$ cat config.mk
export PLATFORM = sky130hd
export DESIGN_NAME = can_tx_retry_drop_policy
export DESIGN_NICKNAME = d
export VERILOG_FILES = /design/src/rtl/can_trd_pkg.sv /design/src/rtl/can_trd_decide.sv /design/src/rtl/can_tx_retry_drop_policy.sv
export SDC_FILE = /design/constraint.sdc
export NUM_CORES = 1
export LEC_CHECK = 0
export BUFFER_PORTS_ARGS = -buffer_cell sky130_fd_sc_hd__buf_4
export CAP_MARGIN = 20
export CORE_UTILIZATION = 35
export CTS_CLUSTER_DIAMETER = 30
export DETAILED_ROUTE_END_ITERATION = 7
export PLACE_DENSITY = 0.55
export SLEW_MARGIN = 20
export SYNTH_ARGS = -nofsm -noshare
export SYNTH_HDL_FRONTEND = slang
export SYNTH_SLANG_ARGS = --single-unit
$ cat constraint.sdc
create_clock -name i_clk -period 7.1 [get_ports i_clk]
set_input_delay 1.42 -clock i_clk [delete_from_list [all_inputs] [get_ports i_clk]]
set_output_delay 1.42 -clock i_clk [all_outputs]
set_load 0.01 [all_outputs]
$ cat src/rtl/can_trd_pkg.sv
`timescale 1ns / 1ps

package can_trd_pkg;

    localparam logic [2:0] ACT_RX_FORWARD   = 3'd0;
    localparam logic [2:0] ACT_ERR_CONSUMED = 3'd1;
    localparam logic [2:0] ACT_RX_INVALID   = 3'd2;
    localparam logic [2:0] ACT_SENT         = 3'd3;
    localparam logic [2:0] ACT_DROPPED      = 3'd4;
    localparam logic [2:0] ACT_RETRY        = 3'd5;
    localparam logic [2:0] ACT_DISCARDED    = 3'd6;

    localparam logic [1:0] WR_COMPLETE = 2'd0;
    localparam logic [1:0] WR_IF_DOWN  = 2'd1;

    localparam logic [0:0] CMD_RX = 1'b0;

    localparam logic [1:0] CFG_FD_MODE     = 2'd0;
    localparam logic [1:0] CFG_STALE_TMO   = 2'd1;
    localparam logic [1:0] CFG_RETRY_MIN   = 2'd2;
    localparam logic [1:0] CFG_RETRY_MAX   = 2'd3;

    localparam logic [7:0] STAT_RX_PASSIVE = 8'h10;
    localparam logic [7:0] STAT_TX_PASSIVE = 8'h20;
    localparam logic [7:0] STAT_ACTIVE     = 8'h40;

    localparam logic [19:0] RETRY_MIN_RST = 20'd100;
    localparam logic [19:0] RETRY_MAX_RST = 20'd100000;

    typedef struct packed {
        logic [0:0]  cmd;
        logic [31:0] now_us;
        logic [0:0]  rx_size_ok;
        logic [0:0]  rx_is_fd;
        logic [0:0]  is_error_frame;
        logic [0:0]  err_busoff;
        logic [0:0]  err_ctrl;
        logic [0:0]  err_restarted;
        logic [7:0]  ctrl_status;
        logic [0:0]  tx_is_fd;
        logic [1:0]  write_result;
    } t_in_word;

    typedef struct packed {
        logic [2:0]  action;
        logic [0:0]  fd_marked;
        logic [19:0] retry_delay_us;
        logic [0:0]  bus_usable_now;
        logic [0:0]  fire_timer;
        logic [31:0] sent_total;
        logic [31:0] received_total;
        logic [31:0] dropped_total;
    } t_out_word;

    typedef struct packed {
        logic        fd_mode;
        logic [31:0] stale_timeout_us;
        logic [19:0] retry_min_us;
        logic [19:0] retry_max_us;
    } t_cfg;

    typedef struct packed {
        logic        bus_usable;
        logic [19:0] retry_interval;
        logic        stuck;
        logic [31:0] stuck_since;
        logic [31:0] sent_count;
        logic [31:0] received_count;
        logic [31:0] dropped_count;
    } t_state;

endpackage

$ cat src/rtl/can_trd_decide.sv
`timescale 1ns / 1ps

module can_trd_decide
    import can_trd_pkg::*;
(
    input  t_in_word  i_word,
    input  t_cfg      i_cfg,
    input  t_state    i_cur,
    output t_state    o_nxt,
    output t_out_word o_res
);

    logic [31:0] since;
    logic [31:0] elapsed;
    logic        stale;
    logic [20:0] doubled;
    logic [19:0] next_interval;
    logic        bus_after_err;

    always_comb begin
        since         = i_cur.stuck ? i_cur.stuck_since : i_word.now_us;
        elapsed       = i_word.now_us - since;
        stale         = (i_cfg.stale_timeout_us != 32'd0) && (elapsed > i_cfg.stale_timeout_us);
        doubled       = {i_cur.retry_interval, 1'b0};
        next_interval = (doubled > {1'b0, i_cfg.retry_max_us}) ? i_cfg.retry_max_us
                                                               : doubled[19:0];

        bus_after_err = i_cur.bus_usable;
        if (i_word.err_busoff) begin
            bus_after_err = 1'b0;
        end
        if (i_word.err_ctrl) begin
            if ((i_word.ctrl_status & (STAT_TX_PASSIVE | STAT_RX_PASSIVE)) != 8'd0) begin
                bus_after_err = 1'b0;
            end else if ((i_word.ctrl_status & STAT_ACTIVE) != 8'd0) begin
                bus_after_err = 1'b1;
            end
        end
        if (i_word.err_restarted) begin
            bus_after_err = 1'b1;
        end

        o_nxt                = i_cur;
        o_res.action         = ACT_RX_INVALID;
        o_res.fd_marked      = 1'b0;
        o_res.retry_delay_us = 20'd0;
        o_res.fire_timer     = 1'b0;

        if (i_word.cmd == CMD_RX) begin
            if (!i_word.rx_size_ok) begin
                o_res.action = ACT_RX_INVALID;
            end else if (i_word.is_error_frame) begin
                o_nxt.bus_usable = bus_after_err;
                o_res.fire_timer = bus_after_err ^ i_cur.bus_usable;
                o_res.action     = ACT_ERR_CONSUMED;
            end else begin
                o_nxt.received_count = i_cur.received_count + 32'd1;
                o_res.fd_marked      = i_word.rx_is_fd;
                o_res.action         = ACT_RX_FORWARD;
            end
        end else begin
            if (!i_cur.bus_usable) begin
                o_nxt.dropped_count = i_cur.dropped_count + 32'd1;
                o_res.action        = ACT_DROPPED;
            end else if (!i_cfg.fd_mode && i_word.tx_is_fd) begin
                o_res.action = ACT_DISCARDED;
            end else if (i_word.write_result == WR_COMPLETE) begin
                o_nxt.sent_count     = i_cur.sent_count + 32'd1;
                o_nxt.retry_interval = i_cfg.retry_min_us;
                o_nxt.stuck          = 1'b0;
                o_res.action         = ACT_SENT;
            end else if (i_word.write_result == WR_IF_DOWN) begin
                o_nxt.dropped_count = i_cur.dropped_count + 32'd1;
                o_res.action        = ACT_DROPPED;
            end else begin
                o_nxt.stuck       = 1'b1;
                o_nxt.stuck_since = since;
                if (stale) begin
                    o_nxt.dropped_count = i_cur.dropped_count + 32'd1;
                    o_res.action        = ACT_DROPPED;
                end else begin
                    o_res.fd_marked      = i_word.tx_is_fd;
                    o_res.retry_delay_us = i_cur.retry_interval;
                    o_nxt.retry_interval = next_interval;
                    o_res.action         = ACT_RETRY;
                end
            end
        end

        o_res.bus_usable_now = o_nxt.bus_usable;
        o_res.sent_total     = o_nxt.sent_count;
        o_res.received_total = o_nxt.received_count;
        o_res.dropped_total  = o_nxt.dropped_count;
    end

endmodule

$ cat src/rtl/can_tx_retry_drop_policy.sv
`timescale 1ns / 1ps

// channel  | handshake                      | payload
// ---------+--------------------------------+-------------------------------
// in       | i_in_valid  / o_in_stall       | i_in_word  (t_in_word)
// out      | o_out_valid / i_out_stall      | o_out_word (t_out_word)
// cfg      | i_cfg_valid / o_cfg_ready      | i_cfg_index, i_cfg_data
//
// An accepted word passes the input register, then the result register; one word per cycle
// unless the output stalls. The decision logic between the two registers is combinational.
// Synchronous active-low reset clears state and config to defaults.
// A stalled result holds the result register; the input register still takes
// one word while it is empty, then stall propagates back to the input.

module can_tx_retry_drop_policy
    import can_trd_pkg::*;
(
    input  logic        i_clk,
    input  logic        i_rst_n,
    input  logic        i_in_valid,
    output logic        o_in_stall,
    input  t_in_word    i_in_word,
    output logic        o_out_valid,
    input  logic        i_out_stall,
    output t_out_word   o_out_word,
    input  logic        i_cfg_valid,
    output logic        o_cfg_ready,
    input  logic [1:0]  i_cfg_index,
    input  logic [31:0] i_cfg_data
);

    logic      r_s1_valid;
    t_in_word  r_s1_word;
    logic      r_out_valid;
    t_out_word r_out_word;
    t_cfg      r_cfg;
    t_state    r_state;
    t_state    n_state;
    t_out_word n_out_word;
    logic      out_adv;

    can_trd_decide u_decide (
        .i_word (r_s1_word),
        .i_cfg  (r_cfg),
        .i_cur  (r_state),
        .o_nxt  (n_state),
        .o_res  (n_out_word)
    );

    assign out_adv     = !r_out_valid || !i_out_stall;
    assign o_in_stall  = r_s1_valid && !out_adv;
    assign o_out_valid = r_out_valid;
    assign o_out_word  = r_out_word;
    assign o_cfg_ready = 1'b1;

    always_ff @(posedge i_clk) begin
        if (!i_rst_n) begin
            r_s1_valid <= 1'b0;
        end else if (!o_in_stall) begin
            r_s1_valid <= i_in_valid;
        end
        if (!o_in_stall && i_in_valid) begin
            r_s1_word <= i_in_word;
        end
    end

    always_ff @(posedge i_clk) begin
        if (!i_rst_n) begin
            r_out_valid <= 1'b0;
        end else if (out_adv) begin
            r_out_valid <= r_s1_valid;
        end
        if (out_adv && r_s1_valid) begin
            r_out_word <= n_out_word;
        end
    end

    always_ff @(posedge i_clk) begin
        if (!i_rst_n) begin
            r_state.bus_usable     <= 1'b1;
            r_state.retry_interval <= RETRY_MIN_RST;
            r_state.stuck          <= 1'b0;
            r_state.stuck_since    <= 32'd0;
            r_state.sent_count     <= 32'd0;
            r_state.received_count <= 32'd0;
            r_state.dropped_count  <= 32'd0;
        end else if (out_adv && r_s1_valid) begin
            r_state <= n_state;
        end
    end

    always_ff @(posedge i_clk) begin
        if (!i_rst_n) begin
            r_cfg.fd_mode          <= 1'b0;
            r_cfg.stale_timeout_us <= 32'd0;
            r_cfg.retry_min_us     <= RETRY_MIN_RST;
            r_cfg.retry_max_us     <= RETRY_MAX_RST;
        end else if (i_cfg_valid && o_cfg_ready) begin
            case (i_cfg_index)
                CFG_FD_MODE:   r_cfg.fd_mode          <= i_cfg_data[0];
                CFG_STALE_TMO: r_cfg.stale_timeout_us <= i_cfg_data;
                CFG_RETRY_MIN: r_cfg.retry_min_us     <= i_cfg_data[19:0];
                CFG_RETRY_MAX: r_cfg.retry_max_us     <= i_cfg_data[19:0];
                default: begin
                end
            endcase
        end
    end

`ifndef SYNTHESIS
    a_fire_only_on_error: assert property (@(posedge i_clk) disable iff (!i_rst_n)
        (r_out_valid && r_out_word.fire_timer) |-> (r_out_word.action == ACT_ERR_CONSUMED))
        else $error("timer fire on non-error word");

    a_delay_only_on_retry: assert property (@(posedge i_clk) disable iff (!i_rst_n)
        (r_out_valid && (r_out_word.action != ACT_RETRY)) |-> (r_out_word.retry_delay_us == 20'd0))
        else $error("retry delay on non-retry word");

    a_s1_held_on_stall: assert property (@(posedge i_clk) disable iff (!i_rst_n)
        (r_s1_valid && !out_adv) |=> (r_s1_valid && $stable(r_s1_word)))
        else $error("input register lost a word under stall");

    a_bus_usable_tracks: assert property (@(posedge i_clk) disable iff (!i_rst_n)
        (out_adv && r_s1_valid) |=> (r_out_word.bus_usable_now == r_state.bus_usable))
        else $error("reported bus flag differs from state");
`endif

endmodule
==> results.md, run 1 <==
* Element type at the critical path end: flip-flop
* #FFs+latches synth at just under 400
* Multi-input logic area at 0.00901 sq mm
* Post-CTS Resized at 0
* Fill cells at a little over 5000
* Worst slew pin tran at 1.11 ns
* Gpl congestion at between 0.8 and 0.9
* Layout Cells excl Fill at ~3000
* Row count at 85
* Worst-Skew Late Latency at 0.63 ns
* Core box area at ~0.054 sq mm
* Gr ovfl total at 0
* Post-CTS Setup Inserts at 0
* Drt first pass iters at 5
* First-pass GRT wire length at about 79 mm
* Initial antenna violation count at 1
* Hold Fails Final Rpt at 0
* Post-synthesis async set-or-reset flop share at 0%
* Placed insts at around 2800
* Synth-to-Final Area Change at 29.7%
* Largest net degree at the start of global routing at 102
* IO Pins at about 210
* Sequential cell area at 0.00952 sq mm
* HPWL Detailed at between 30 and 40 mm
* CTS buffer count at 98
* Hold Path Class: flip-flop to flip-flop
* Max Freq at 155 MHz
* Cell Area, Synth at ~0.019 sq mm
* Crit path time final at approximately 6.5 ns
* CP Launch Type: flip-flop
* Clk buf depth at 3
* Period Utilization, post-route at 91.0%
* Setup WS pre-CTS at roughly 0.51 ns
* Synth cell types at 74
* Die width at around 240 um
* Pleak at approximately 9.3 nW
* Clock transition at path regs at 0.04 ns
* Relative slew slack at approximately a quarter
* Die H at ~240 um
* Main area contributors after synthesis: edfxtp_1 (26%), dfxtp_1 (23%), ha_1 (5.6%), nand2_1 (5.0%), a21oi_1 (4.6%)
* Largest area contributor in the netlist: edfxtp_1
* Cells after Synth at approximately 2000
* Main synth FF type: dfxtp_1
* Post-layout util at between 40% and 50%
* Max Cap Viol at 0
* CTS Hold Bufs at 0
* CP arrival at 7.01 ns
* Final worst setup slack at between 0.6 and 0.7 ns
* Setup Crit Path Kind: flip-flop to flip-flop
* Routed Wire Length at just under 50 mm
* Setup tns final at 0 ns
* Antenna Nets Post-Route at 0
* Number of remaining DRC errors at 0
* CP max FO at 21
* Root Buffer: clkbuf_16
* Worst vdd ir at 0.000194 V
* Register area share after synthesis at between 40% and 50%
* EDFF count, synth at 167
* Commonest cells post-synth: nand2_1 (258), dfxtp_1 (225), a21oi_1 (178)
* Synth top area share at 26.1%
* Unrepaired setup endpoints after global routing: false
* Power density cells at roughly 300 mW/mm^2
* Yosys Warn Count at 0
* Worst EP required at 7.65 ns
* Vias in the first global route at ~15000
* Share of cells above drive strength 1 at 19.7%
* Vias post-DR at around 15000
* Die footprint at 0.0558 sq mm
* H-Tree Depth at 3
* Post-DR vias/cell at 4.99
* Syn Area/Cell at 9.68 sq um
* Total clock sinks at around 400
* Initial core utilization at 35.5%
* Worst clock skew at 0.0292 ns
* Initial drt markers at roughly 770
* CTS tree: yes
* Port bufs at roughly 210
* Routed length per instance at 16.4 um
* Status: completed
* Syn Nets at ~2200
* Max-slew violations at 0
* GRT Resource Usage Total at ~18%
* Most common cell in the netlist: nand2_1
* Finish-stage setup viols at 0
* Nets at 2399
==> final timing paths <==
path                     start     endpoint  slack [ns]  cells past startpoint
setup / recovery  r_state[128]  r_state[21]        0.64                     20
hold / removal       r_cfg[24]    r_cfg[24]        0.45                      2
setup reg to reg  r_state[128]  r_state[21]        0.64                     20
hold reg to reg      r_cfg[24]    r_cfg[24]        0.45                      2
==> logic make-up (layout without fill, tap and decap cells) <==
kind of cell    after synthesis  in the layout  share of synthesized area [%]
mux                          60             60                           3.27
buf+inv                     176            501                           3.61
fa+ha+maj                    87             87                           5.71
flops                       392            392                           49.6
xor+xnor                    163            163                           7.44
compound gates              380            380                           11.7
simple gates                724            724                           18.6
other cells                   1              2                         0.0195
==> area by class of cell <==
class / count / share of cell area (%)
Antenna cell: 1 / 0.0101
Clock inverter: 65 / 3.06
Timing Repair Buffer: 234 / 7.09
Clock buffer: 120 / 10.6
Multi-Input combinational cell: 1415 / 36.2
Sequential cell: 392 / 38.3
Inverter: 82 / 1.28
Tap cell: 696 / 3.50
==> flip-flops by register name, summed over array words and instances (netlist names) <==
signal and cells:
o_out_valid 1, r_s1_valid 1, o_out_word 122, r_cfg 73
r_state 150, r_s1_word 45
==> worst max-delay path, cell delays in order, from the launching register on <==
cell and delay (ns):
dfxtp_4 0.54, mux2i_1 0.28, ha_1 0.37, a21oi_1 0.22, o21ai_0 0.21, or4b_1 0.61
o21a_1 0.23, o311ai_1 0.44, o211ai_1 0.19, a21oi_1 0.21, xnor2_1 0.10, ha_1 0.29
nand4_1 0.13, nor4_2 0.44, nand2_1 0.11, nor3_1 0.51, nor4b_2 0.18, or3_1 0.42
buf_4 0.23, or4_1 0.52, a21oi_1 0.15
==> routing by layer <==
| metal | up-vias | global-route usage [%] | routed length [um] |
|---|---|---|---|
| met1 | 7002 | 22.6 | 22400 |
| met4 | 0 | 6.77 | 1100 |
| met3 | 84 | 3.60 | 2320 |
| met2 | 372 | 28.9 | 23300 |
| met5 | - | 0 | 0 |
| li1 | 7547 | - | - |
==> through the flow <==
stage	area, sq um	total power, mW	hold WS [ns]
after CTS	24900	7.65	0.450
after floorplan	19200	2.89	0.432
after global placement	21500	3.11	0.438
final	24900	7.55	0.451
after detailed placement	21500	3.13	0.442
after global routing	24900	7.85	0.465
==> cell usage in the layout, fill, tap and decap left out, types with 23 or more instances in the layout <==
master | synthesis | final
a211oi_1 | 40 | 40
a21oi_1 | 178 | 178
and2_1 | 33 | 33
buf_4 | 3 | 232
clkbuf_16 | 0 | 99
clkinv_2 | 0 | 23
dfxtp_1 | 225 | 224
edfxtp_1 | 167 | 167
ha_1 | 86 | 86
inv_1 | 81 | 80
mux2i_1 | 38 | 38
nand2_1 | 258 | 257
nand3_1 | 53 | 53
nand4_1 | 23 | 23
nor2_1 | 166 | 164
nor3_1 | 33 | 33
o21ai_0 | 71 | 70
or3_1 | 30 | 30
xnor2_1 | 97 | 97
xor2_1 | 66 | 66
==> where the power goes <==
part	internal, mW	switching, mW
Sequential	2.43	0.0462
Combinational	0.255	0.348
Clock	3.07	1.40
Note: power is estimated with default switching activity, not from simulation.
==> run 2: changes to the inputs <==
--- a/config.mk
+++ b/config.mk
@@ -14,4 +14,5 @@
 export SLEW_MARGIN = 20
 export SYNTH_ARGS = -nofsm -noshare
 export SYNTH_HDL_FRONTEND = slang
+export SYNTH_HIERARCHICAL = 1
 export SYNTH_SLANG_ARGS = --single-unit
==> run 2 against run 1 <==
Area after synthesis rose by 8.2%. Critical path depth increased by 4. Via count grew 0.42%. Highest routed layer is now met5. Largest power group unchanged. Largest cell class is now multi-input combinational cells. Hold slack better by 0.0070 ns. Critical endpoint is now r_state[10]. Combinational power increased by 6.5%.
==> results.md, run 2 <==
* Status: completed (unchanged)
* Gr ovfl total at 0 (unchanged)
* CP max FO at 24 (was 21)
* Hold Path End: r_state[39] (was r_cfg[24])
* Multi-input logic area at 0.00962 sq mm (was 0.00901 sq mm)
* Period Utilization, post-route at 92.3% (was 91.0%)
* Synth-to-Final Area Change at 22.3% (was 29.7%)
* Sequential share of power at 33.4% (was 32.8%)
* GRT Resource Usage Total at 15.6% (was 17.6%)
* Yosys Warn Count at 6 (was 0)
* Vias post-DR at 15068 (was 15005)
* Share of cells above drive strength 1 at 18.0% (was 19.7%)
* Finish-stage setup viols at 0 (unchanged)
* Clock transition at path regs at 0.05 ns (was 0.04 ns)
* Max Freq at 153 MHz (was 155 MHz)
* Total clock sinks at 392 (unchanged)
* Post-CTS Setup Inserts at 0 (unchanged)
* Hold Crit Depth at 2 (unchanged)
* Worst-path cell chain: buf_4, mux2i_1, ha_1, a211oi_1, o21ai_0, a211o_1, a31oi_1, o31ai_1, a31oi_1, o21bai_1, a21oi_1, xnor2_1, ha_1, nand4_1, or3_1, nor2_1, a31oi_1, and3_1, a221o_1, buf_12, nand3_1, xnor2_1, nand2_1, mux2i_1 (was mux2i_1, ha_1, a21oi_1, o21ai_0, or4b_1, o21a_1, o311ai_1, o211ai_1, a21oi_1, xnor2_1, ha_1, nand4_1, nor4_2, nand2_1, nor3_1, nor4b_2, or3_1, buf_4, or4_1, a21oi_1)
* H-Tree Depth at 3 (unchanged)
* Clk pwr share at 57.9% (was 59.2%)
* Root Buffer: clkbuf_16 (unchanged)
* Post-route cell area at 0.0254 sq mm (was 0.0249 sq mm)
* Total chip power at 7.40 mW (was 7.55 mW)
* Worst clock skew at 0.0183 ns (was 0.0292 ns)
* Post-layout util at 43.7% (was 46.1%)
* Port bufs at 207 (unchanged)
* Power density cells at 292 mW/mm^2 (was 303 mW/mm^2)
* CP max-delay cell: dfxtp_2 (was or4b_1)
* Setup WS pre-CTS at 0.612 ns (was 0.513 ns)
* CTS tree: yes (unchanged)
* Placed insts at 2916 (was 2818)
* Cells after Synth at 2128 (was 1983)
* Crit path time final at 6.55 ns (was 6.46 ns)
* HPWL Detailed at 33.2 mm (was 33.9 mm)
* Hold slack at 0.458 ns (was 0.451 ns)
* Row count at 88 (was 85)
* Cell Area, Synth at 0.0208 sq mm (was 0.0192 sq mm)
* Hold Fails Final Rpt at 0 (unchanged)
* Commonest cells after routing, fill and taps aside: nand2_1 (484), mux2i_1 (246), dfxtp_1 (224) (was nand2_1 (257), buf_4 (232), dfxtp_1 (224))
* Clk buf depth at 3 (unchanged)
* R2R Path End: r_state[10] (was r_state[21])
* Die H at 246 um (was 236 um)
* CTS buffer count at 92 (was 98)
* Commonest non-fill, non-tap cell in the layout: nand2_1 (unchanged)
* Max reg flops at 150 (unchanged)
* Die width at 246 um (was 236 um)
* Initial drt markers at 699 (was 765)
* Gpl congestion at 0.807 (was 0.870)
* P_int at 5.62 mW (was 5.76 mW)
* IO Pins at 214 (unchanged)
* Pleak at 9.75 nW (was 9.35 nW)
* Sw Ratio at 24.0% (was 23.7%)
* Largest stage delay, worst path at 0.78 ns (was 0.61 ns)
* CP Launch Type: flip-flop (unchanged)
* Sequential cell area at 0.00952 sq mm (about the same)
* Max-slew violations at 0 (unchanged)
* Syn Area/Cell at 9.76 sq um (was 9.68 sq um)
* Worst-Skew Late Latency at 0.61 ns (was 0.63 ns)
* Initial antenna violation count at 2 (was 1)
* Worst EP required at 7.62 ns (was 7.65 ns)
* Post-DR vias/cell at 4.87 (was 4.99)
* Antenna Nets Post-Route at 0 (unchanged)
* Net Switching at 1.78 mW (was 1.79 mW)
* Drt first pass iters at 5 (unchanged)
* Routed Wire Length at 47.6 mm (was 49.1 mm)
* Die footprint at 0.0603 sq mm (was 0.0558 sq mm)
* Reg-to-reg slack, setup at 0.55 ns (was 0.64 ns)
* Post-CTS Resized at 0 (unchanged)
* Worst slew pin tran at 1.00 ns (was 1.11 ns)
* Comb power frac at 8.7% (was 8.0%)
* CTS Hold Bufs at 0 (unchanged)
* Placement-stage cell area at 0.0221 sq mm (was 0.0215 sq mm)
* Syn Nets at 2304 (was 2159)
* Number of remaining DRC errors at 0 (unchanged)
* CP arrival at 7.08 ns (was 7.01 ns)
* Start of the worst register-to-register path: r_state[128] (unchanged)
* Core box area at 0.0581 sq mm (was 0.0540 sq mm)
* Final worst setup slack at 0.548 ns (was 0.638 ns)
* Initial core utilization at 35.7% (was 35.5%)
* Layout Cells excl Fill at 3091 (was 3005)
* Reg2Reg Depth at 24 (was 20)
* Setup Crit Path Kind: flip-flop to flip-flop (unchanged)
* Nets at 2421 (was 2399)
* Largest reg by FF count: r_state (unchanged)
* First-pass GRT wire length at 75.5 mm (was 78.6 mm)
* Largest net degree at the start of global routing at 186 (was 102)
* Setup tns final at 0 ns (unchanged)
* Relative slew slack at 33.1% (was 26.1%)
* Max Cap Viol at 0 (unchanged)
* Most frequent cell on the critical path: a31oi_1 (was a21oi_1)
* Worst vdd ir at 0.000209 V (was 0.000194 V)
* Crit path from: r_state[128] (unchanged)
* Element type at the critical path end: flip-flop (unchanged)
* Vias in the first global route at 14653 (was 14713)
* Fill cells at 5537 (was 5142)
* Hold Path Class: flip-flop to flip-flop (unchanged)
* HP Start: r_state[39] (was r_cfg[24])
* Unrepaired setup endpoints after global routing: false (unchanged)
* Routed length per instance at 15.4 um (was 16.4 um)
run 2: changes by cell type in the layout (fill, tap and decap cells not counted), moves of 17 or more:
cell      before  now
a211oi_1      40    5
a21oi_1      178   59
a22oi_1        3   21
and3_1        13   32
mux2_2        22    5
mux2i_1       38  246
nand2_1      257  484
nand4_1       23   43
nor2_1       164   50
nor3_1        33    8
nor3b_1       20    2
or3_1         30    5
xor2_1        66   26
run 2: layout make-up:
cell class	count	share of cell area, %
multi-input combinational	1452	37.9
inverter	80	1.18
clock inverter	65	2.92
timing repair buffer	227	6.89
clock buffer	109	9.81
antenna	1	0.00986
tap	765	3.77
sequential	392	37.5
run 2: worst max-delay path: cells and delay by family, from the launching register on:
| family | cells | cell delay, ns |
|---|---|---|
| xor gates and xnor gates | 2 | 0.26 |
| adders and majority gates | 2 | 0.62 |
| AOI/OAI and AO/OA | 10 | 2.58 |
| muxes | 2 | 0.45 |
| and+or+nand+nor | 6 | 1.15 |
| buffers and inverters | 2 | 0.61 |
| DFF | 1 | 0.78 |
run 2: power groups by stage:
stage	sequential (mW)	combinational, mW	clock, mW
final	2.47	0.642	4.29
after global routing	2.47	0.719	4.51
after CTS	2.47	0.651	4.38
after detailed placement	2.51	0.648	0
after global placement	2.51	0.632	0
after floorplan	2.51	0.434	0
run 2: worst max-delay path by stage:
| stage | end | slack (ns) | cells past startpoint |
|---|---|---|---|
| floorplan | o_out_word[1] | 1.49 | 23 |
| global placement | r_state[4] | 0.72 | 23 |
| detailed placement | r_state[4] | 0.61 | 26 |
| CTS | r_state[4] | 0.56 | 24 |
| global route | r_state[4] | 0.18 | 25 |
| finish | r_state[10] | 0.55 | 24 |
run 2: per-layer routing:
layer / up-vias / share of wire [%] / global-route usage, % / routed length (um)
li1: 7536 / - / - / -
met1: 7146 / 46 / 20.0 / 21900
met2: 300 / 47 / 25.4 / 22300
met3: 84 / 4.3 / 3.01 / 2060
met4: 2 / 2.8 / 6.59 / 1320
met5: - / 0.027 / 0 / 13
